## src/sv/assert_macros.svh

```systemverilog
// Assertion macros shared by the rule table RTL.
`ifndef ASSERT_MACROS_SVH
`define ASSERT_MACROS_SVH

// Implication checked on every rising clock edge outside reset.
`define CHK_IMPL(label, ante, cons, msg) \
	label: assert property (@(posedge clk) disable iff (!arst_n) (ante) |-> (cons)) \
		else $error(msg);

// Implication whose consequent is checked in the cycle after the antecedent.
`define CHK_NEXT(label, ante, cons, msg) \
	label: assert property (@(posedge clk) disable iff (!arst_n) (ante) |=> (cons)) \
		else $error(msg);

`endif

```

## src/sv/fmfw_pkg.sv

```systemverilog
// Package with the types, codes and helper functions of the firewall rule table.
package fmfw_pkg;

	localparam int MAX_RULES_DEF = 32;

	localparam logic [2:0] OP_LOOKUP   = 3'd0;
	localparam logic [2:0] OP_ADD_HEAD = 3'd1;
	localparam logic [2:0] OP_ADD_TAIL = 3'd2;
	localparam logic [2:0] OP_DELETE   = 3'd3;
	localparam logic [2:0] OP_TICK     = 3'd4;

	localparam logic [1:0] STS_OK    = 2'd0;
	localparam logic [1:0] STS_FULL  = 2'd1;
	localparam logic [1:0] STS_RANGE = 2'd2;

	localparam logic [1:0] REG_DEF_IN  = 2'd0;
	localparam logic [1:0] REG_DEF_OUT = 2'd1;
	localparam logic [1:0] REG_TIMEOUT = 2'd2;

	localparam logic [15:0] TIMEOUT_RST = 16'd60;
	localparam logic [5:0]  PFX_MAX     = 6'd32;

	typedef struct packed {
		logic        session;
		logic [3:0]  iface;
		logic        direction;
		logic [2:0]  protocol;
		logic [5:0]  src_prefix;
		logic [5:0]  dst_prefix;
		logic [15:0] src_port;
		logic [15:0] dst_port;
		logic [1:0]  action;
		logic [31:0] src_ip;
		logic [31:0] dst_ip;
		logic [31:0] hits;
		logic [31:0] last_seen;
	} rule_t;

	typedef struct packed {
		logic [2:0]  opcode;
		logic [4:0]  index;
		logic [3:0]  iface;
		logic        direction;
		logic [2:0]  protocol;
		logic [31:0] src_ip;
		logic [5:0]  src_prefix;
		logic [15:0] src_port;
		logic [31:0] dst_ip;
		logic [5:0]  dst_prefix;
		logic [15:0] dst_port;
		logic [1:0]  rule_action;
	} req_t;

	typedef struct packed {
		logic hit;
		logic expired;
	} eval_t;

	function automatic logic [31:0] prefix_mask(input logic [5:0] p);
		logic [31:0] m;
		if (p == 6'd0) begin
			m = 32'd0;
		end else if (p >= PFX_MAX) begin
			m = 32'hFFFF_FFFF;
		end else begin
			m = ~(32'hFFFF_FFFF >> p);
		end
		return m;
	endfunction

endpackage

```

## src/sv/fmfw_eval.sv

```systemverilog
// Compare unit that checks one stored rule against the request and its idle time.
module fmfw_eval import fmfw_pkg::*; (
	input  rule_t       rule,
	input  req_t        req,
	input  logic [31:0] now,
	input  logic [15:0] timeout,
	output eval_t       result
);

	logic [31:0] ms;
	logic [31:0] md;
	logic [31:0] age;

	always_comb begin
		ms  = prefix_mask(rule.src_prefix);
		md  = prefix_mask(rule.dst_prefix);
		age = now - rule.last_seen;
		result.hit = (rule.iface != 4'd0) && (rule.iface == req.iface) &&
			(rule.direction == req.direction) && (rule.protocol == req.protocol) &&
			((rule.src_ip & ms) == (req.src_ip & ms)) &&
			((rule.dst_ip & md) == (req.dst_ip & md)) &&
			((rule.src_port == 16'd0) || (rule.src_port == req.src_port)) &&
			((rule.dst_port == 16'd0) || (rule.dst_port == req.dst_port));
		result.expired = rule.session && (age >= {16'd0, timeout});
	end

endmodule

```

## config.mk

```make
export PLATFORM = sky130hd
export DESIGN_NAME = fmfw_eval
export DESIGN_NICKNAME = d
export VERILOG_FILES = /design/src/sv/assert_macros.svh /design/src/sv/fmfw_pkg.sv /design/src/sv/fmfw_eval.sv
export SDC_FILE = /design/constraint.sdc
export NUM_CORES = 1
export LEC_CHECK = 0
export BUFFER_PORTS_ARGS = -buffer_cell sky130_fd_sc_hd__clkbuf_2
export CAP_MARGIN = 25
export CORE_AREA = 2 2 140 142
export DETAILED_ROUTE_END_ITERATION = 8
export DIE_AREA = 0 0 142 144
export SYNTH_ARGS = -nofsm -noshare
export SYNTH_HDL_FRONTEND = slang
export SYNTH_SLANG_ARGS = --single-unit
export TNS_END_PERCENT = 50
```

## constraint.sdc

```tcl
create_clock -name vclk -period 9.4
set_input_delay 0.47 -clock vclk [all_inputs]
set_output_delay 0.47 -clock vclk [all_outputs]
set_load 0.02 [all_outputs]
```

# Word-level counts from Yosys, hierarchy flattened
# Index checks and enable logic that the tools add are counted.
[classes] n_bitwise=6 n_eq_ne=7 n_lt_le_gt_ge=3 shifts=2 muxes=4 add_sub_neg=1 reduce_logical=15
[op_table] operator="AND 32 bit" count=4
[op_table] operator="2-to-1 mux 32 bit" count=4
[op_table] operator="equality test 32 bit" count=2
[op_table] operator="NOT 32 bit" count=2
[op_table] operator=">> shifter 32 x 6 -> 32 bit, first input constant" count=2
[op_table] operator="equality test 16 bit" count=2
[op_table] operator=">= comparator 32 x 16 -> 1 bit" count=1
[op_table] operator="zero test 16 bit" count=2
[op_table] operator="subtractor 32 bit" count=1
[op_table] operator=">= comparator 6 bit, second input constant" count=2
[op_table] operator="zero test 6 bit" count=2
[op_table] operator="logical AND 1 bit" count=8
[op_table] operator="equality test 4 bit" count=1
[op_table] operator="nonzero test 4 bit" count=1
[op_table] operator="equality test 3 bit" count=1
[op_table] operator="logical OR 1 bit" count=2
[op_table] operator="equality test 1 bit" count=1
[totals] register_bits=0 out_inout_bits=2 in_bits=357

# Logic depth before layout (Yosys ltp)
# Gate-level depths: netlist (run 1).
[logic_depth] depth_word=10 depth_mapped=18

# Least setup slack after synthesis (run 1)
# OpenSTA, ideal clock, no wires.
[synth_path] path_kind="input to output" startpoint="in rule[4] (netlist bit)" endpoint="out result[0] (netlist bit)" slack_ps=5199 path_stages=17 t_arrival_ps=3731 path_buffers=0 cell_sequence="inv_1 ha_1 and2_4 a221oi_4 nand2_1 a21o_1 a21oi_1 xnor2_1 ha_1 a21oi_1 a21oi_1 nor3_1 a21oi_1 a2111o_1 a211o_1 nor4_1 a41oi_1"
[synth_lines] item="start: declaration" line="fmfw_eval.sv:3" text="input rule_t rule,"
[synth_lines] item="end: declaration" line="fmfw_eval.sv:7" text="output eval_t result"

==> summary.txt, run 1 <==
Detailed routing
  – Router iterations before antenna repair: 4
  – DRT Wirelength: about 19 mm
  – Final antenna-violating net count: 0
  – Vias per inst: ~4.8
  – Routed vias: roughly 5600
  – Initial drt markers: ~220
  – Wire per inst: about 16 um
  – Residual DRC: 0

Finish
  – Register area: 0 sq um
  – Sequential cells: 0
  – Clock buf count: 0
  – Final nets: around 1300
  – Commonest non-fill, non-tap cells in the layout: clkbuf_2 (303), xor2_1 (70), a21oi_1 (65)
  – Commonest non-fill, non-tap cell in the layout: clkbuf_2
  – Area growth syn-to-layout: 40.78%
  – Final Util: around a third
  – Fraction of layout cells with a size suffix above 1: a little over a third
  – Fillers: around 2100
  – Fin area: just over 6000 sq um

Global route
  – GR Layer Usage met1: about 20%
  – Initial antenna violation count: 4
  – M3 GR Usage: 1.523%
  – Number of global-route vias before repair: approximately 5300
  – Total grt overflow: 0
  – GRT Max-Usage Layer: met2
  – First-pass GRT wire length: 27.57 mm
  – Pin count of the biggest net entering global routing: 17
  – Met2 GRT Util: between 30 and 40%
  – GRT Util Overall: roughly 17%

Setup path
  – CP arrival: around 4.3 ns
  – WS Path Type: input port to primary output
  – CP Capture Type: primary output
  – Startpoint Class: input port
  – Crit-path max FO: 4
  – Critical Path RT: 8.93 ns

Synthesis
  – Largest family of logic cells by synthesized area: compound AO/OA/AOI/OAI gates
  – Post-synth net total: around 1000
  – Count of different cell masters after synthesis: a little over 70
  – Multiplexer area fraction after synthesis: 1.249%
  – Largest area contributor in the synthesized netlist: xor2_1
  – Register area share after synthesis: 0%
  – Synth warn: 0
  – Post-Syn Area: approximately 4300 sq um
  – Post-synthesis compound-gate area fraction: between 30% and 40%
  – Xor/xnor share of the synthesized area: between 20% and 30%
  – Syn_area_per_cell: 6.752 sq um
  – Gate Count Post-Synth: ~640
  – Yosys top cell area share: ~14%
  – Simple-Gate Fraction of Synth Area: between 20% and 30%
  – Top cells by area, synth: xor2_1 (14%), ha_1 (14%), xnor2_1 (11%)
  – Post-Synth Adder-Cell Area: around 15%

Hold path
  – HP Class: input port to primary output
  – Hold Crit Depth: 4

Place
  – Post-place setup slack: between 4 and 5 ns
  – PortBufs: around 300
  – DP Wirelength: 17.44 mm
  – GPL Wtd Cong: between 0.9 and 1
  – Placed Area: about 6100 sq um

Clocking
  – Post-CTS Hold Buffers: 0
  – Post-CTS sizing: 0
  – Post-CTS Setup Inserts: 0

Floorplan
  – Core box area: 19080 sq um
  – Die W: 142 um
  – Die Span Y: ~140 um
  – Number of placement rows: between 50 and 60
  – Die area: 20450 sq um
  – I/O Pins: 359
  – Starting Density: between 20 and 25%

Timing
  – Max Transition Viols Final: 0
  – Final setup vio count: 0
  – RSZ-0062 raised after global routing: no
  – Fin Setup TNS: 0 ns
  – Slew @ Worst Pin: 0.4844 ns
  – Fmax achieved: about 0.21 GHz
  – Final Hold Fails: 0
  – Max-slew headroom at the worst pin: around two thirds
  – Period utilisation layout: approximately half
  – Fin crit period: about 4.8 ns
  – Setup ws final: 4.643 ns

Run status
  – Status: completed

Power and ir drop
  – Maximum vdd ir drop: roughly 0.022 mV
  – Pleak: 3.050 nW
  – PwrDens: roughly 56 nW/um^2
  – Power Total: approximately 0.34 mW

Flow run
  – Maxcap violations: 0
[stage by stage]
stage | std cells | hold WS [ns]
after floorplan | 638 | 1.059
after global placement | 1163 | 1.264
after detailed placement | 1163 | 1.265
after CTS | 1163 | 1.271
after global routing | 1167 | 1.287
final | 1167 | 1.264
[path summary, 6_finish.rpt]
kind | start | endpoint | slack, ns
worst max-delay path | rule[4] | result[0] | 4.64
worst min-delay path | rule[182] | result[0] | 1.26
[critical path, cell delays in order]
cell      delay (ns)
clkbuf_2        0.07
inv_1           0.04
ha_1            0.37
and2_4          0.19
a221oi_4        0.32
nand2_1         0.13
a21o_1          0.20
a21oi_1         0.17
xnor2_1         0.14
ha_1            0.27
a21oi_1         0.16
a21oi_1         0.10
nor3_1          0.17
a21oi_1         0.10
a2111o_1        0.41
a211o_1         0.28
nor4_1          0.32
a41oi_1         0.18
clkbuf_2        0.19
[report_power, final]
part	internal (mW)	switching (mW)	total [mW]
combinational	0.156	0.181	0.337
clock	0.0000000570	0	0.0000000571
sequential	0	0	0
[cell families (layout without fill, tap and decap cells)]
group | after synthesis | in the layout
AO/OA/AOI/OAI | 201 | 201
AND/OR/NAND/NOR | 181 | 181
XOR/XNOR | 122 | 122
buffers and inverters | 78 | 365
adder cells (fa/ha/maj) | 51 | 51
multiplexers | 5 | 5
other | 0 | 4
[layer usage]
layer	up-vias	share of wire, %
met2	226	52
met1	2448	41
met5	-	0
met3	22	5.1
met4	0	2.5
li1	2913	-
[cell usage after synthesis, types with 6 or more instances]
cell,count
a211oi_1,7
a21o_1,8
a21oi_1,65
a31oi_1,7
buf_2,6
clkbuf_1,10
ha_1,47
inv_1,61
nand2_1,41
nand3_1,8
nand4_1,14
nor2_1,50
nor3_1,13
nor4_1,24
o211ai_1,7
o21a_1,13
o21ai_0,31
o21ai_1,7
o22ai_1,6
xnor2_1,52
xor2_1,70
[cell type report]
| type | count | area, sq um | share of cell area (%) |
|---|---|---|---|
| antenna | 4 | 10.01 | 0.1651 |
| tap | 238 | 297.8 | 4.910 |
| timing repair buffer | 303 | 1516 | 25.01 |
| inverter | 62 | 232.7 | 3.837 |
| multi-input combinational | 560 | 4008 | 66.08 |
No activity file was read; power rests on OpenSTA's default activity.
==> run 2: changes to the inputs <==
- CORE_AREA: 2 2 140 142 -> 2 2 141 143
- DIE_AREA: 0 0 142 144 -> 0 0 143 145
- clock period: 9.4 -> 4.6 ns (I/O delays scaled with it)
==> run 2 against run 1 <==
First-iteration DRC count decreased by 8.4%. Power grew 100%. Routed wire length is 3.7% higher. Setup slack worse by 4.4 ns. Cell area up 0.64%. Combinational power increased by 100%. Sequential cell count is the same. Die area rose by 1.4%. Clock-buffer cell count stayed put. Critical path depth unchanged. Final cell count rose by 2.5%. Global-route usage up 0.83 points. Highest routed layer is now met5.
==> summary.txt, run 2 (synthesis results as in run 1) <==
Place
  – Placed Area: 6088 sq um (+0.56%)
  – GPL Wtd Cong: 0.9350 (+3.3%)
  – DP Wirelength: 17.95 mm (+2.9%)
  – Post-place setup slack: 0.3050 ns (-4.374 ns)
  – Placed Cells: 1190 (+2.3%)
  – PortBufs: 303 (unchanged)

Clocking
  – Post-CTS Hold Buffers: 0 (unchanged)
  – Post-CTS Setup Inserts: 0 (unchanged)
  – Post-CTS sizing: 0 (unchanged)

Detailed routing
  – Residual DRC: 0 (unchanged)
  – Final antenna-violating net count: 0 (unchanged)
  – Vias per inst: 4.748 (-1.2%)
  – Routed vias: 5679 (+1.2%)
  – Router iterations before antenna repair: 5 (+1)
  – DRT Wirelength: 19.51 mm (+3.7%)
  – Initial drt markers: 197 (-8.4%)
  – Wire per inst: 16.32 um (+1.2%)

Finish
  – Clock buf count: 0 (unchanged)
  – Sequential cells: 0 (unchanged)
  – Commonest non-fill, non-tap cell in the layout: clkbuf_2
  – Area growth syn-to-layout: 41.68%
  – Fin area: 6103 sq um (+0.64%)
  – Multi-input gate area in the final layout: 4008 sq um (unchanged)
  – Commonest non-fill, non-tap cells in the layout: clkbuf_2 (303), xor2_1 (70), a21oi_1 (65)
  – Fillers: 2147 (+1.2%)
  – Fraction of layout cells with a size suffix above 1: 35.14% (unchanged)
  – Register area: 0 sq um (unchanged)
  – Final nets: 1332 (unchanged)
  – Count of non-filler cells in the finished layout: 1196 (+2.5%)
  – Final Util: 31.78% (about the same)

Power and ir drop
  – Pleak: 3.050 nW (about the same)
  – Maximum vdd ir drop: 0.04362 mV (+97%)
  – Power Total: 0.6854 mW (+100%)
  – PwrDens: 112.3 nW/um^2 (+100%)

Timing
  – Fmax achieved: approximately 0.23 GHz
  – RSZ-0062 raised after global routing: no
  – Max-slew headroom at the worst pin: 65.42% (-1.9 points)
  – Final setup vio count: 0 (unchanged)
  – Final Hold Fails: 0 (unchanged)
  – Setup ws final: 0.2867 ns (-4.357 ns)
  – Max Transition Viols Final: 0 (unchanged)
  – Slew @ Worst Pin: 0.5150 ns (+0.03060 ns)
  – Worst hold margin: 0.7858 ns (-0.4781 ns)
  – Fin Setup TNS: 0 ns (unchanged)
  – Period utilisation layout: a little over nine tenths
  – Fin crit period: approximately 4.3 ns

Floorplan
  – Die Span Y: 145 um (+0.69%)
  – Die area: 20740 sq um (+1.4%)
  – I/O Pins: 359 (unchanged)
  – Number of placement rows: 51 (unchanged)
  – Starting Density: 22.43% (-0.15 points)
  – Core box area: 19210 sq um (+0.67%)
  – Die W: 143 um (+0.70%)

Global route
  – Initial antenna violation count: 7 (+3)
  – GRT Util Overall: 17.98% (+0.83 points)
  – Number of global-route vias before repair: 5686 (+6.8%)
  – Pin count of the biggest net entering global routing: 17 (unchanged)
  – Total grt overflow: 0 (unchanged)
  – First-pass GRT wire length: 29.53 mm (+7.1%)

Setup path
  – Crit-path max FO: 4 (unchanged)
  – CP Capture Type: primary output
  – CP arrival: 4.08 ns (-0.21 ns)
  – Critical Path RT: 4.37 ns (-4.56 ns)
  – Startpoint Class: input port
  – WS Path Type: input port to primary output

Flow run
  – Maxcap violations: 0 (unchanged)

Hold path
  – HP Class: input port to primary output

Run status
  – Status: completed
==> run 2: cell count changes in the layout (fill, tap and decap cells not counted) <==
cell and change:
diode_2 +2
==> run 2: layer usage <==
metal	global-route usage (%)	part of all wire (%)	vias up	routed length [um]
met3	2.805	6.9	40	1347
met4	6.782	3.6	2	709
li1	-	-	2914	-
met2	33.28	51	264	9912
met1	20.34	39	2459	7535
met5	0	0.041	-	8
==> run 2: power breakdown <==
part / switching [mW] / internal [mW] / leakage [nW]
clock network: 0 / 0.000000175 / 0.0000380
registers: 0 / 0 / 0
logic: 0.367 / 0.318 / 3.05
==> run 2: layout make-up <==
| cell class | count | area share (%) |
|---|---|---|
| diodes | 6 | 0.2460 |
| multi-input cells | 560 | 65.66 |
| inverters | 62 | 3.813 |
| well taps | 265 | 5.433 |
| repair buffers | 303 | 24.85 |
==> run 2: final timing paths <==
| check | endpoint | from | cells past startpoint |
|---|---|---|---|
| worst min-delay path | result[0] | rule[182] | 4 |
| worst max-delay path | result[0] | rule[4] | 19 |
==> run 2: worst max-delay path, cell delays in order <==
cell	delay [ns]
clkbuf_2	0.08
inv_1	0.05
ha_1	0.38
and2_4	0.19
a221oi_4	0.30
nand2_1	0.14
a21o_1	0.20
a21oi_1	0.18
xnor2_1	0.14
ha_1	0.27
a21oi_1	0.16
a21oi_1	0.09
nor3_1	0.19
a21oi_1	0.11
a2111o_1	0.41
a211o_1	0.28
nor4_1	0.32
a41oi_1	0.19
clkbuf_2	0.19
