$ cat config.mk
export PLATFORM = sky130hd
export DESIGN_NAME = fmfw_ram
export DESIGN_NICKNAME = d
export VERILOG_FILES = /design/src/sv/assert_macros.svh /design/src/sv/fmfw_ram.sv
export SDC_FILE = /design/constraint.sdc
export NUM_CORES = 1
export LEC_CHECK = 0
export BUFFER_PORTS_ARGS = -buffer_cell sky130_fd_sc_hd__clkbuf_2
export CORE_UTILIZATION = 66
export CTS_CLUSTER_SIZE = 24
export DETAILED_ROUTE_END_ITERATION = 8
export GPL_TIMING_DRIVEN = 0
export PLACE_DENSITY_LB_ADDON = 0.2
export SYNTH_ARGS = -nofsm -noshare
export SYNTH_HDL_FRONTEND = slang
export SYNTH_SLANG_ARGS = --single-unit
$ cat constraint.sdc
create_clock -name clk -period 5.6 [get_ports clk]
set_input_delay 0.84 -clock clk [delete_from_list [all_inputs] [get_ports clk]]
set_output_delay 0.84 -clock clk [all_outputs]
set_load 0.05 [all_outputs]
$ cat src/sv/assert_macros.svh
// Assertion macros shared by the rule table RTL.
`ifndef ASSERT_MACROS_SVH
`define ASSERT_MACROS_SVH

// Implication checked on every rising clock edge outside reset.
`define CHK_IMPL(label, ante, cons, msg) \
	label: assert property (@(posedge clk) disable iff (!arst_n) (ante) |-> (cons)) \
		else $error(msg);

// Implication whose consequent is checked in the cycle after the antecedent.
`define CHK_NEXT(label, ante, cons, msg) \
	label: assert property (@(posedge clk) disable iff (!arst_n) (ante) |=> (cons)) \
		else $error(msg);

`endif

$ cat src/sv/fmfw_ram.sv
// Generic single write port RAM with one registered read port.
module fmfw_ram #(
	parameter int WIDTH = 8,
	parameter int DEPTH = 32
) (
	input  logic                     clk,
	input  logic                     we,
	input  logic [$clog2(DEPTH)-1:0] waddr,
	input  logic [WIDTH-1:0]         wdata,
	input  logic                     re,
	input  logic [$clog2(DEPTH)-1:0] raddr,
	output logic [WIDTH-1:0]         rdata
);

	logic [WIDTH-1:0] mem_q [DEPTH];

	always_ff @(posedge clk) begin
		if (we) begin
			mem_q[waddr] <= wdata;
		end
		if (re) begin
			rdata <= mem_q[raddr];
		end
	end

endmodule

**Word-level counts from Yosys, hierarchy flattened**

Memory sizes are Yosys's and may differ from the RTL's. A register that Yosys moved wholly into a read port is not among the register bits.
Cells that the tools add are included.

- Register bits after elaboration: 0
- Bits of input ports: 21
- Output and inout port bits: 8
- Bits in writable memories: 256
- Word-level logic and storage cells: 3
- Memories: 1

- Multiplexer cells: 2

Memory list:

| name | depth | width | read ports | clocked after Yosys merged registers in | write ports | line | RTL |
|---|---|---|---|---|---|---|---|
| mem_q | 32 | 8 | 1 | 1 | 1 | fmfw_ram.sv:15 | `logic [WIDTH-1:0] mem_q [DEPTH];` |

Operator list:

| cell | number |
|---|---|
| two-way mux 1 bit | 2 |

**Logic depth before layout (Yosys ltp)**

Gate-level depths: netlist of the first run.

- Word-level depth: 2
- Gate-level depth with buffers: 5
- Gate-level depth less buffers: 3

**Least setup slack after synthesis of the first run**

Ideal clock, no wire load.

- Kind: input to register
- Start point: input raddr[2]
- End point: register rdata[0], read port of mem_q, data pin
- Required time: 5.340 ns
- Data arrival time: 2.522 ns
- Stages: 5
- Library setup time: 0.260 ns
- Slack: 2.818 ns
- Path buffers: 2
- Path through: clkbuf_1 > clkbuf_1 > mux4_2 > mux4_2 > mux2_2

RTL lines:

| what | line | RTL |
|---|---|---|
| start, declared | fmfw_ram.sv:11 | `input logic [$clog2(DEPTH)-1:0] raddr,` |
| end, declared | fmfw_ram.sv:12 | `output logic [WIDTH-1:0] rdata` |

==> flow_results.org, run 1 <==
** Synthesis
- Most common cell in the synthesized netlist :: sky130_fd_sc_hd__edfxtp_1
- Count of flip-flops with a built-in enable after synthesis :: 264
- Post-Synthesis Cells :: 417
- Area share of the largest cell type after synthesis :: 0.7823
- Synthesis Warnings :: 0
- Share of synthesized area occupied by flip-flops and latches :: 0.7823
- Post-synthesis instance area :: 0.01013 mm²
- For this run, asynchronously set or reset flops after synthesis account for 0.
- Cell types with the highest counts after synthesis :: sky130_fd_sc_hd__edfxtp_1, sky130_fd_sc_hd__mux4_2, sky130_fd_sc_hd__nor2_1
- Post-synthesis cell type with the largest combined area :: sky130_fd_sc_hd__edfxtp_1
- Flip-flop cell with the highest count after synthesis :: sky130_fd_sc_hd__edfxtp_1
- Flops & latches, synth :: 264
- Ranked by total cell area, the synthesized netlist is headed by sky130_fd_sc_hd__edfxtp_1, sky130_fd_sc_hd__mux4_2, sky130_fd_sc_hd__nor2_1, sky130_fd_sc_hd__mux2_2, sky130_fd_sc_hd__buf_4.
- Avg Synthesized Cell Area :: 24.30 µm²
- Distinct cell type count after synthesis :: 14
- Counting every net in the synthesized netlist gives 438.

** Timing
- Endpoints failing hold :: 0
- Post-Route Skew :: between 0.01 and 0.015 ns
- Unrepaired setup endpoints after global routing :: false
- Fmax :: roughly 340 MHz
- Setup violators final :: 0
- Max-slew violation count :: 0
- Part of the cycle the worst path needs :: 0.5264
- The smallest clock period supported by the final layout is computed as slightly below 3 ns.
- For the pin with the worst max-slew slack, the measured transition is 0.9619 ns.
- Fin Setup TNS :: 0 ns
- Headroom to the max-slew limit came out at 0.3564.

** Layout
- Final standard cell utilization of the core :: 0.7649
- Counting the fill cells in the layout gives 751.
- Final cell count without fillers :: 669
- From synthesis to final layout, the design area changed by 11.37%.
- Fin nets :: 489
- Fraction of final layout cells with drive strength greater than 1 :: 0.3258
- Area taken by flip-flops and latches :: between 0.007 and 0.008 mm²
- Post-Layout Inst Area :: 0.01129 mm²
- Count of antenna diodes in the layout :: 0
- Multi-input gate area :: approximately 0.0021 mm²

** Die
- Top-level port count :: 29
- Die width :: 125.9 µm
- Placeable Area :: 0.01475 mm²
- Overall die area :: 0.01585 mm²
- The floorplan has between 40 and 50 rows.
- The die is between 100 and 150 µm tall.
- Initial core utilization :: 0.6868

** Global route
- Overall global routing resource usage :: 0.2719
- Wire length of the first global-routing pass :: slightly above 30000 µm
- Grt total ovfl :: 0
- The via count of the first global-routing pass came to approximately 4.7k.
- Entering global routing, the biggest net connects 33 pins.
- Initial antenna violation count :: 0

** CTS
- Post-CTS timing repair inserted 0 buffers for setup.
- The clock drives 264 sinks.
- H-Tree Depth :: 1
- Clock tree synthesis inserted a total of 26 buffers.
- After clock tree synthesis, the clock-pin slew on the worst setup and hold paths is 0.06 ns.
- In this run, post-CTS repair resized a total of 0 instances.
- TritonCTS built the clock tree.
- The tree is rooted in a sky130_fd_sc_hd__clkbuf_16.
- The clock reaches the later pin of the worst-skew pair after 0.53 ns.
- Deepest clock path buffer count :: 3
- In this run, post-CTS hold repair placed 0 buffers.

** Placement
- HPWL after detailed placement :: 12170 µm
- Area after detailed placement :: 0.01048 mm²
- # placed instances :: 624
- Routability-driven placement finished with a final weighted congestion of approximately 0.8.
- Buffers placed on the I/O ports in this run total 23.

** Hold path
- For hold timing, the worst endpoint is rdata[3].
- The worst hold path begins at re.
- Along the worst hold path, the cell count comes to 1.
- The tightest min-delay check is of the in2reg type.

** Routing
- After the first detailed-routing iteration, the DRC count stood at 538.
- Routed vias :: 4618
- Average via count per standard cell :: a little under 7
- Summed over all layers, the routed wires come to 20120 µm.
- The detail route stage leaves a number of antenna-violating nets equal to 0.
- In the routed design, unresolved DRC markers number 0.
- The first TritonRoute pass finished after 6 iterations.
- After detailed routing, the average wire length per cell comes to 30.07 µm.

** Critical path
- Number of buffers and inverters on the critical path :: 2
- For the worst flop-to-flop path, the logic depth is 3.
- Required time worst endpoint :: 5.88 ns
- Critical path fanouts, max :: 10
- Crit path arrival time :: 3.23 ns
- Startpoint-to-endpoint class of the critical path :: in2reg
- Counting stages on the worst path, the most repeated cell is sky130_fd_sc_hd__mux4_2.
- The startpoint identified for the worst register-to-register timing path is mem_q[31][5].
- STA classifies the critical path startpoint as an input pin.
- Dominant delay contributor by cell family on the critical path :: multiplexers
- Critical path, cell by cell :: clkbuf_1 -> buf_1 -> mux4_2 -> mux4_2 -> mux2_2
- Setup slack on the worst reg-to-reg path comes out at 3.63 ns.
- Reg2reg end :: rdata[5]
- The largest single stage delay on the critical path is 0.65 ns.
- Setup crit end kind :: flop
- For this design, the slowest cell found on the critical path is sky130_fd_sc_hd__buf_1.

** Pwr
- LEAKAGE :: 3.524 nW
- VDD sags by at most 0.2854 mV.
- After layout, the design draws a total of 4.089 mW.
- Power per Cell Area :: 362.3 mW/mm²

** Run status
- Outcome :: complete, no violations

** Run
- Max-cap check violation count :: 0
==> registers in the layout, summed over array words and instances, names as in the netlist <==
register / count
rdata: 8
mem_q: 256
==> area by class of cell <==
| type | instances | area share |
|---|---|---|
| multi-input combinational | 133 | 0.1860 |
| buffer | 20 | 0.009424 |
| timing repair buffer | 23 | 0.01020 |
| clock inverter | 15 | 0.01064 |
| clock buffer | 30 | 0.06086 |
| tap | 184 | 0.02040 |
| sequential | 264 | 0.7024 |
==> cells in the final DEF, fill, tap and decap left out, types with 2 or more instances in the layout <==
master	count
sky130_fd_sc_hd__edfxtp_1	264
sky130_fd_sc_hd__mux4_2	80
sky130_fd_sc_hd__nor2_1	33
sky130_fd_sc_hd__clkbuf_16	27
sky130_fd_sc_hd__clkbuf_2	23
sky130_fd_sc_hd__clkbuf_1	9
sky130_fd_sc_hd__mux2_2	8
sky130_fd_sc_hd__buf_4	6
sky130_fd_sc_hd__buf_1	6
sky130_fd_sc_hd__clkinv_2	6
sky130_fd_sc_hd__clkinv_1	6
sky130_fd_sc_hd__nand3b_1	5
sky130_fd_sc_hd__or3b_2	3
sky130_fd_sc_hd__nand3_1	2
sky130_fd_sc_hd__bufinv_16	2
==> worst max-delay path by stage <==
stage | endpoint | cells past startpoint | from | slack, ns
after floorplan | rdata[0] | 5 | raddr[2] | 2.82
after global placement | rdata[1] | 5 | raddr[2] | 2.15
after detailed placement | rdata[1] | 5 | raddr[2] | 2.10
after CTS | rdata[2] | 5 | raddr[2] | 2.62
after global routing | rdata[2] | 5 | raddr[2] | 2.58
final | rdata[1] | 5 | raddr[2] | 2.65
==> per-stage QoR <==
stage | hold WS (ns) | setup slack, ns
global route | 0.6788 | 2.578
floorplan | 0.9389 | 2.818
global placement | 0.9700 | 2.155
CTS | 0.6618 | 2.620
detailed placement | 0.9856 | 2.101
finish | 0.6735 | 2.652
==> power breakdown <==
group	leakage (nW)	total, mW	internal (mW)	switching [mW]
Clock	0.398	1.65	0.962	0.690
Sequential	2.38	2.21	2.21	0.00713
Combinational	0.742	0.223	0.0878	0.135
==> metal layers <==
| metal | routed length (µm) | track usage | part of all wire |
|---|---|---|---|
| met5 | 0 | 0 | 0 |
| met4 | 401 | 0.06875 | 0.020 |
| met2 | 9584 | 0.4150 | 0.48 |
| met3 | 1877 | 0.04206 | 0.093 |
| met1 | 8251 | 0.4271 | 0.41 |
==> cell families after synthesis <==
group	Yosys count	synth area share
simple gates	45	0.02050
flops	264	0.7823
mux	88	0.1867
buf+inv	20	0.01049
No activity file was read; power rests on OpenSTA's default activity.
==> run 2, diff against run 1 <==
Settings changed: CORE_UTILIZATION 66 to 55.
Clock period 5.6 ns to 2.63 ns, I/O delays scaled along.
==> run 2 against run 1 <==
  * Critical path depth stayed put
  * Cell count rose by 7.3%
  * Global-route usage decreased by 4.9 points
  * Count of clock-buffer cells in the layout is 3 higher
  * Sequential power is 110% higher
  * Utilization down 13 points
  * Die area increased by 20%
  * Combinational power rose by 110%
  * Sequential share of layout area shrank 0.61 points
  * Non-clock buffer count is the same
  * Critical path type unchanged
  * Largest cell class unchanged
  * Largest power group unchanged
==> flow_results.org, run 2 (same netlist as run 1, synthesis figures left out) <==
** Layout
- From synthesis to final layout, the design area changed by 12.35%.
- Fin nets :: 490 (+0.20%)
- Final standard cell utilization of the core :: 0.6316 (-0.1333)
- The count of inserted antenna diode cells is 0 (unchanged).
- The largest registers in the layout are mem_q (256), rdata (8).
- Filler cell count in the final layout :: 1229 (+64%)
- Most used cells in the layout excluding fill and tap cells :: sky130_fd_sc_hd__edfxtp_1, sky130_fd_sc_hd__mux4_2, sky130_fd_sc_hd__nor2_1
- The register with the most flip-flops in the final layout is mem_q.
- Fraction of final layout cells with drive strength greater than 1 :: 0.3252 (-0.0006198)
- Leaving out fill and tap cells, the most frequent cell in the layout is sky130_fd_sc_hd__edfxtp_1.
- The flip-flop count of the largest register, all copies and words added was 256 (unchanged).

** Critical path
- Nature of the critical path startpoint :: input pin
- The worst-path maximum fanout came to 10 (unchanged).
- Reg-to-reg slack, setup :: 0.62 ns (-3.01 ns)
- Critical R2R Launch :: mem_q[29][0]
- Following the worst setup path forward leads to its endpoint at rdata[3].
- Crit path arrival time :: 2.87 ns (-0.36 ns)
- The worst setup path is captured at a flop.
- In this run the worst setup path begins at raddr[2].
- Required time worst endpoint :: 2.90 ns (-2.98 ns)
- Number of cell instances on the worst register-to-register path :: 3 (unchanged)
- Startpoint-to-endpoint class of the critical path :: in2reg
- Reg2reg end :: rdata[0]

** CTS
- The number of cells upsized or downsized after cts was 0 (unchanged).
- Clk_lat worst skew :: 0.53 ns (about the same)
- TritonCTS built the clock tree.
- Reg clk slew, reported paths :: 0.06 ns (about the same)
- H-Tree Depth :: 1 (unchanged)
- Deepest clock path buffer count :: 3 (unchanged)
- Number of buffers inserted for hold repair after clock tree synthesis :: 0 (unchanged)
- Clock Tree Root :: sky130_fd_sc_hd__clkbuf_16
- The total setup buffers inserted after CTS is 0 (unchanged).
- Number of sinks driven by the clock tree :: 264 (unchanged)
- The TritonCTS buffer count was 27 (+3.8%).

** Global route
- The wire length of the first global-routing pass is 29120 µm (-4.0%).
- Initial antenna violation count :: 1 (+1)
- Overall global routing resource usage :: 0.2229 (-0.04899)
- Grt total ovfl :: 0 (unchanged)
- Number of global-route vias before repair :: 4631 (-1.5%)
- The pin count of the biggest net entering global routing is 33 (unchanged).

** Placement
- GP Congestion :: 0.7474 (-4.0%)
- The pre-CTS setup slack was -0.4478 ns (-2.549 ns).
- Number of buffers inserted by port buffering :: 23 (unchanged)
- HPWL after detailed placement :: 12590 µm (+3.4%)

** Routing
- The total length of routed met2 wires was 9125 µm (-4.8%).
- Detailed router's first-iteration violation count :: 420 (-22%)
- Total Routed Length :: 19600 µm (-2.6%)
- The remaining design rule violation count is 0 (unchanged).
- The count of vias placed by the detailed router came to 4473 (-3.1%).
- Number of nets still failing antenna checks after routing :: 0 (unchanged)
- Routed met3 length :: 1507 µm (-20%)
- Uppermost metal layer occupied by signal nets :: met5
- The post-route met1 wirelength came to 8480 µm (+2.8%).
- Routed length per placed instance :: 27.29 µm (-9.2%)
- The detailed-router iteration count before antenna repair was 5 (-1).
- Average via count per standard cell :: 6.230 (-9.8%)

** Die
- Vertical die dimension :: 137.7 µm (+9.4%)
- Initial core utilization :: 0.5622 (-0.1246)
- Top-level port count :: 29 (unchanged)
- The core box area is 0.01802 mm² (+22%).
- Number of placement rows :: 49 (+11%)
- The die extent in x is 137.7 µm (+9.4%).
- The die area came to 0.01897 mm² (+20%).

** Run status
- The run finished with clean final reports.

** Pwr
- Power per Cell Area :: 777.2 mW/mm² (+110%)
- The static power due to leakage was 3.546 nW (+0.63%).
- Peak supply drop :: 0.5880 mV (+110%)
- Overall power consumption :: 8.848 mW (+120%)

** Timing
- Setup repair after global routing left no endpoint under its margin.
- Fmax :: 383.3 MHz
- The count of final setup violators was 0 (unchanged).
- Transition time at the pin with the least slew margin :: 0.8719 ns (-0.09004 ns)
- The final setup slack of the worst path was 0.02113 ns (-2.631 ns).
- Dividing the final minimum period by the clock period gives 0.9920.
- Endpoints failing hold :: 0 (unchanged)
- Post-Route Skew :: 0.01590 ns (+0.004310 ns)
- The worst relative slew slack was 0.4187 (+0.06239).
- The smallest clock period supported by the final layout is computed as 2.609 ns.
- Max-slew violation count :: 0 (unchanged)

** Run
- The number of violations of the max-capacitance limit was 0 (unchanged).

** Hold path
- The worst hold path belongs to the class in2reg.
run 2: worst min-delay path by stage:
stage              from     endpoint  slack (ns)  cells after the start
3_5_place_dp         re     rdata[1]        0.79                      1
6_report             re     rdata[1]        0.25                      1
4_1_cts              re     rdata[1]        0.24                      1
2_1_floorplan  wdata[0]  mem_q[0][0]        0.49                      0
3_3_place_gp         re     rdata[1]        0.78                      1
5_1_grt              re     rdata[1]        0.26                      1
run 2: critical path, cell delays in order:
cell and delay (ns):
sky130_fd_sc_hd__clkbuf_1 0.45, sky130_fd_sc_hd__clkbuf_1 0.72, sky130_fd_sc_hd__mux4_2 0.47, sky130_fd_sc_hd__mux4_2 0.53
sky130_fd_sc_hd__mux2_2 0.30
run 2: area by class of cell:
type	instances	area (µm²)	area share
flip-flops and latches	264	7928	0.6963
multi-input cells	133	2100	0.1844
repair buffers	23	115.1	0.01011
plain buffers	20	106.4	0.009342
well taps	229	286.5	0.02517
clock inverters	16	151.4	0.01330
clock buffers	33	698.2	0.06133
run 2: layer usage:
layer	up-vias	global-route usage
met5	-	0
li1	1902	-
met4	2	0.06280
met2	180	0.3317
met3	36	0.05408
met1	2353	0.3332
run 2: report_power, final:
group	switching [mW]	internal, mW	total [mW]
Sequential	0.0134	4.70	4.71
Clock	1.49	2.17	3.66
Combinational	0.290	0.187	0.476
run 2: through the flow:
stage / hold WS [ns] / setup TNS [ns] / area [µm²] / std cells
floorplan: 0.4934 / 0 / 10130 / 417
global placement: 0.7767 / -3.470 / 10540 / 669
detailed placement: 0.7868 / -3.411 / 10540 / 669
CTS: 0.2434 / 0 / 11380 / 718
global route: 0.2611 / 0 / 11380 / 718
finish: 0.2503 / 0 / 11380 / 718
==> run 3, diff against run 2 <==
Settings changed: ABC_AREA from default to 1, CORE_MARGIN from default to 2, CORE_UTILIZATION 55 to 56.
==> run 3 against run 2 <==
  * Worst hold slack worse by 0.029 ns
  * Total power down 2.1%
  * Count of clock-buffer cells in the layout up 1
  * Wire length up 37%
  * Non-clock buffer count up 34
==> flow_results.org, run 3 <==
** Global route
- The total track usage was 0.2667 (+0.04381).
- Number of global-route vias before repair :: 6606 (+43%)
- Grt total ovfl :: 0 (unchanged)
- The global routing met3 resource utilization is 0.04432 (-0.009765).
- Initial antenna violation count :: 0 (-1)
- Met2 layer usage reported by global route :: 0.4311 (+0.09947)
- The pin count of the biggest net entering global routing came to 33 (unchanged).
- The global routing stage identified its most utilized layer as met2.
- The wire length of the first global-routing pass came to 39250 µm (+35%).
- The met1 usage was 0.3883 (+0.05501).

** Routing
- The remaining design rule violation count was 0 (unchanged).
- Detailed router's first-iteration violation count :: 845 (+100%)
- The detailed-router iteration count before antenna repair came to 5 (unchanged).
- Average via count per standard cell :: 5.687 (-8.7%)
- Routed vias :: 7097 (+59%)
- The routed wire length came to 26770 µm (+37%).
- Number of nets still failing antenna checks after routing :: 0 (unchanged)
- Routed length per placed instance :: 21.45 µm (-21%)

** Timing
- The count of final setup violators was 0 (unchanged).
- Post-Route Skew :: 0.01729 ns (+0.001393 ns)
- The final setup slack of the worst path came to 0.8920 ns (+0.8708 ns).
- The setup TNS is 0 ns (unchanged).
- The slew at the pin closest to its max-slew limit came to 1.018 ns (+0.1457 ns).
- Tightest hold margin :: 0.2217 ns (-0.02859 ns)
- The worst relative slew slack was 0.3191 (-0.09963).
- The maximum clock frequency was 575.4 MHz (+50%).
- The final hold violation count is 0 (unchanged).
- Part of the cycle the worst path needs :: 0.6609 (-0.3311)
- Max-slew violation count :: 0 (unchanged)
- The final critical delay including setup and external delays was 1.738 ns (-0.8708 ns).
- Unrepaired setup endpoints after global routing :: false

** Die
- Die width :: 143.3 µm (+4.0%)
- Placeable Area :: 0.01889 mm² (+4.8%)
- The die span in y is 143.3 µm (+4.0%).
- Initial core utilization :: 0.5752 (+0.01297)
- Number of placement rows :: 50 (+2.0%)
- Overall die area :: 0.02053 mm² (+8.2%)
- Top-level port count :: 29 (unchanged)

** CTS
- The number of clock sinks was 264 (unchanged).
- The maximum number of buffers from clock root to sink came to 3 (unchanged).
- H-Tree Depth :: 1 (unchanged)
- The cts-stage hold buffer count is 0 (unchanged).
- Clk_lat worst skew :: 0.53 ns (about the same)
- The number of cells upsized or downsized after cts was 0 (unchanged).
- CTS tree :: done
- Clock Tree Root :: sky130_fd_sc_hd__clkbuf_16
- The TritonCTS buffer count is 26 (-3.7%).
- Reg clk slew, reported paths :: 0.06 ns (about the same)
- The total setup buffers inserted after CTS was 0 (unchanged).

** Placement
- HPWL after detailed placement :: 17330 µm (+38%)
- GP Congestion :: 0.9492 (+27%)
- The instance area after placement was 0.01132 mm² (+7.4%).
- The cell count after placement came to 1207 (+80%).
- The number of I/O port buffers came to 25 (+8.7%).
- The pre-CTS setup slack is 0.3985 ns (+0.8464 ns).

** Critical path
- Reg-to-reg slack, setup :: 1.28 ns (+0.66 ns)
- Startpoint-to-endpoint class of the critical path :: in2reg
- The cell that appears most often on the critical path is sky130_fd_sc_hd__nand2_1.
- The worst setup path is launched from an input pin.
- Required time worst endpoint :: 2.90 ns (about the same)
- Number of buffers and inverters on the critical path :: 3 (+1)
- The critical path data arrival time is 2.01 ns (-0.86 ns).
- Among cell families on the critical path, the largest total delay comes from buffers and inverters.
- The worst-path maximum fanout was 10 (unchanged).
- Longest individual stage delay on the worst path :: 0.55 ns (-0.17 ns)
- Traced cell by cell, the critical path runs through clkbuf_2 -> inv_2 -> buf_1 -> nand3_1 -> nand3_1 -> nand2_1 -> nand2_1 -> nand2_1 -> nand2_1 -> nand2_1.
- Among all stages on the critical path, the largest delay is contributed by sky130_fd_sc_hd__buf_1.
- The worst setup path is captured at a flop.

** Synthesis
- Net count of the mapped netlist :: 943 (+120%)
- The synthesized instance count was 922 (+120%).
- Avg Synthesized Cell Area :: 11.79 µm² (-51%)
- The share of Yosys cell area claimed by the top area cell type is 0.7295 (-0.05279).
- Synth area leaders :: sky130_fd_sc_hd__edfxtp_1, sky130_fd_sc_hd__nand2_1, sky130_fd_sc_hd__nand3_1, sky130_fd_sc_hd__buf_6, sky130_fd_sc_hd__nor2_1
- Flops & latches, synth :: 264 (unchanged)
- The number of flops mapped to enable cells by yosys was 264 (unchanged).
- Among all flip-flop cells after synthesis, the most frequent one is sky130_fd_sc_hd__edfxtp_1.
- By count the netlist is led by sky130_fd_sc_hd__nand2_1, sky130_fd_sc_hd__edfxtp_1, sky130_fd_sc_hd__nand3_1.
- Most common cell in the synthesized netlist :: sky130_fd_sc_hd__nand2_1
- Distinct cell type count after synthesis :: 11 (-3)
- Post-synthesis cell type with the largest combined area :: sky130_fd_sc_hd__edfxtp_1
- The sequential area share after synthesis is 0.7295 (-0.05279).
- Share of synthesized registers carrying an async set or reset :: 0 (unchanged)
- Post-synthesis instance area :: 0.01087 mm² (+7.2%)
- Synthesis Warnings :: 0 (unchanged)

** Layout
- Fraction of final layout cells with drive strength greater than 1 :: 0.1002 (-0.2250)
- Leaving out fill and tap cells, the most frequent cells in the layout are sky130_fd_sc_hd__nand2_1, sky130_fd_sc_hd__edfxtp_1, sky130_fd_sc_hd__nand3_1.
- Most common cell after layout, fill and taps aside :: sky130_fd_sc_hd__nand2_1
- Multi-input gate area :: 0.002492 mm² (+19%)
- Post-Layout Inst Area :: 0.01205 mm² (+5.8%)
- Final cell count without fillers :: 1248 (+74%)
- Top reg by flops :: mem_q
- The largest registers in the layout are mem_q (256), rdata (8).
- Area taken by flip-flops and latches :: 0.007928 mm² (unchanged)
- The filler cell count in the final layout was 1476 (+20%).
- Fin nets :: 996 (+100%)
- The count of inserted antenna diode cells came to 0 (unchanged).
- The flip-flop count of the largest register, all copies and words added came to 256 (unchanged).
- Final standard cell utilization of the core :: 0.6377 (+0.006070)
- The area growth from synthesis to layout is 10.87%.

** Pwr
- Switching portion of total power :: 0.2246 (+0.02218)
- The fraction of power consumed by the clock network came to 0.382 (-0.032).
- The internal power was 6.714 mW (-4.8%).
- Overall power consumption :: 8.660 mW (-2.1%)
- The net load switching power is 1.945 mW (+8.6%).
- Relative contribution of combinational cells to total power :: 0.074 (+0.020)
- The power per unit of standard cell area came to 718.8 mW/mm² (-7.5%).
- The register share of total power came to 0.544 (+0.011).
- Peak supply drop :: 0.6084 mV (+3.5%)
- LEAKAGE :: 4.478 nW (+26%)

** Run status
- Outcome :: complete, no violations

** Run
- The number of violations of the max-capacitance limit was 0 (unchanged).

** Hold path
- HP Class :: in2reg
run 3: cell families (layout without fill, tap and decap cells):
| group | count (synthesis) | in the layout | share of synthesized area |
|---|---|---|---|
| buf+inv | 62 | 128 | 0.04111 |
| simple gates | 596 | 596 | 0.2294 |
| flops | 264 | 264 | 0.7295 |
run 3: routing by layer:
| metal | part of all wire | up-vias | wire length [µm] |
|---|---|---|---|
| li1 | - | 3312 | - |
| met1 | 0.42 | 3398 | 11320 |
| met2 | 0.47 | 333 | 12540 |
| met3 | 0.084 | 54 | 2254 |
| met4 | 0.024 | 0 | 650 |
| met5 | 0 | - | 0 |
run 3: final cells by class:
type / count / area share
inverter: 10 / 0.003116
clock inverter: 7 / 0.002389
buffer: 52 / 0.03396
sequential: 264 / 0.6580
tap: 260 / 0.02700
multi-input combinational: 596 / 0.2069
clock buffer: 34 / 0.05826
timing repair buffer: 25 / 0.01039
run 3: path summary, 6_finish.rpt:
check | endpoint | startpoint | cells past startpoint
worst max-delay path | rdata[7] | raddr[1] | 10
worst min-delay path | rdata[5] | re | 1
worst max register to register | rdata[4] | mem_q[5][4] | 8
worst min register to register | rdata[6] | mem_q[16][6] | 8
run 3: power groups by stage:
stage / Combinational (mW) / Sequential (mW) / Clock, mW
2_1_floorplan: 0.337 / 4.83 / 0
3_3_place_gp: 0.622 / 4.80 / 0
3_5_place_dp: 0.633 / 4.80 / 0
4_1_cts: 0.636 / 4.71 / 3.31
5_1_grt: 0.695 / 4.71 / 3.50
6_report: 0.643 / 4.71 / 3.31
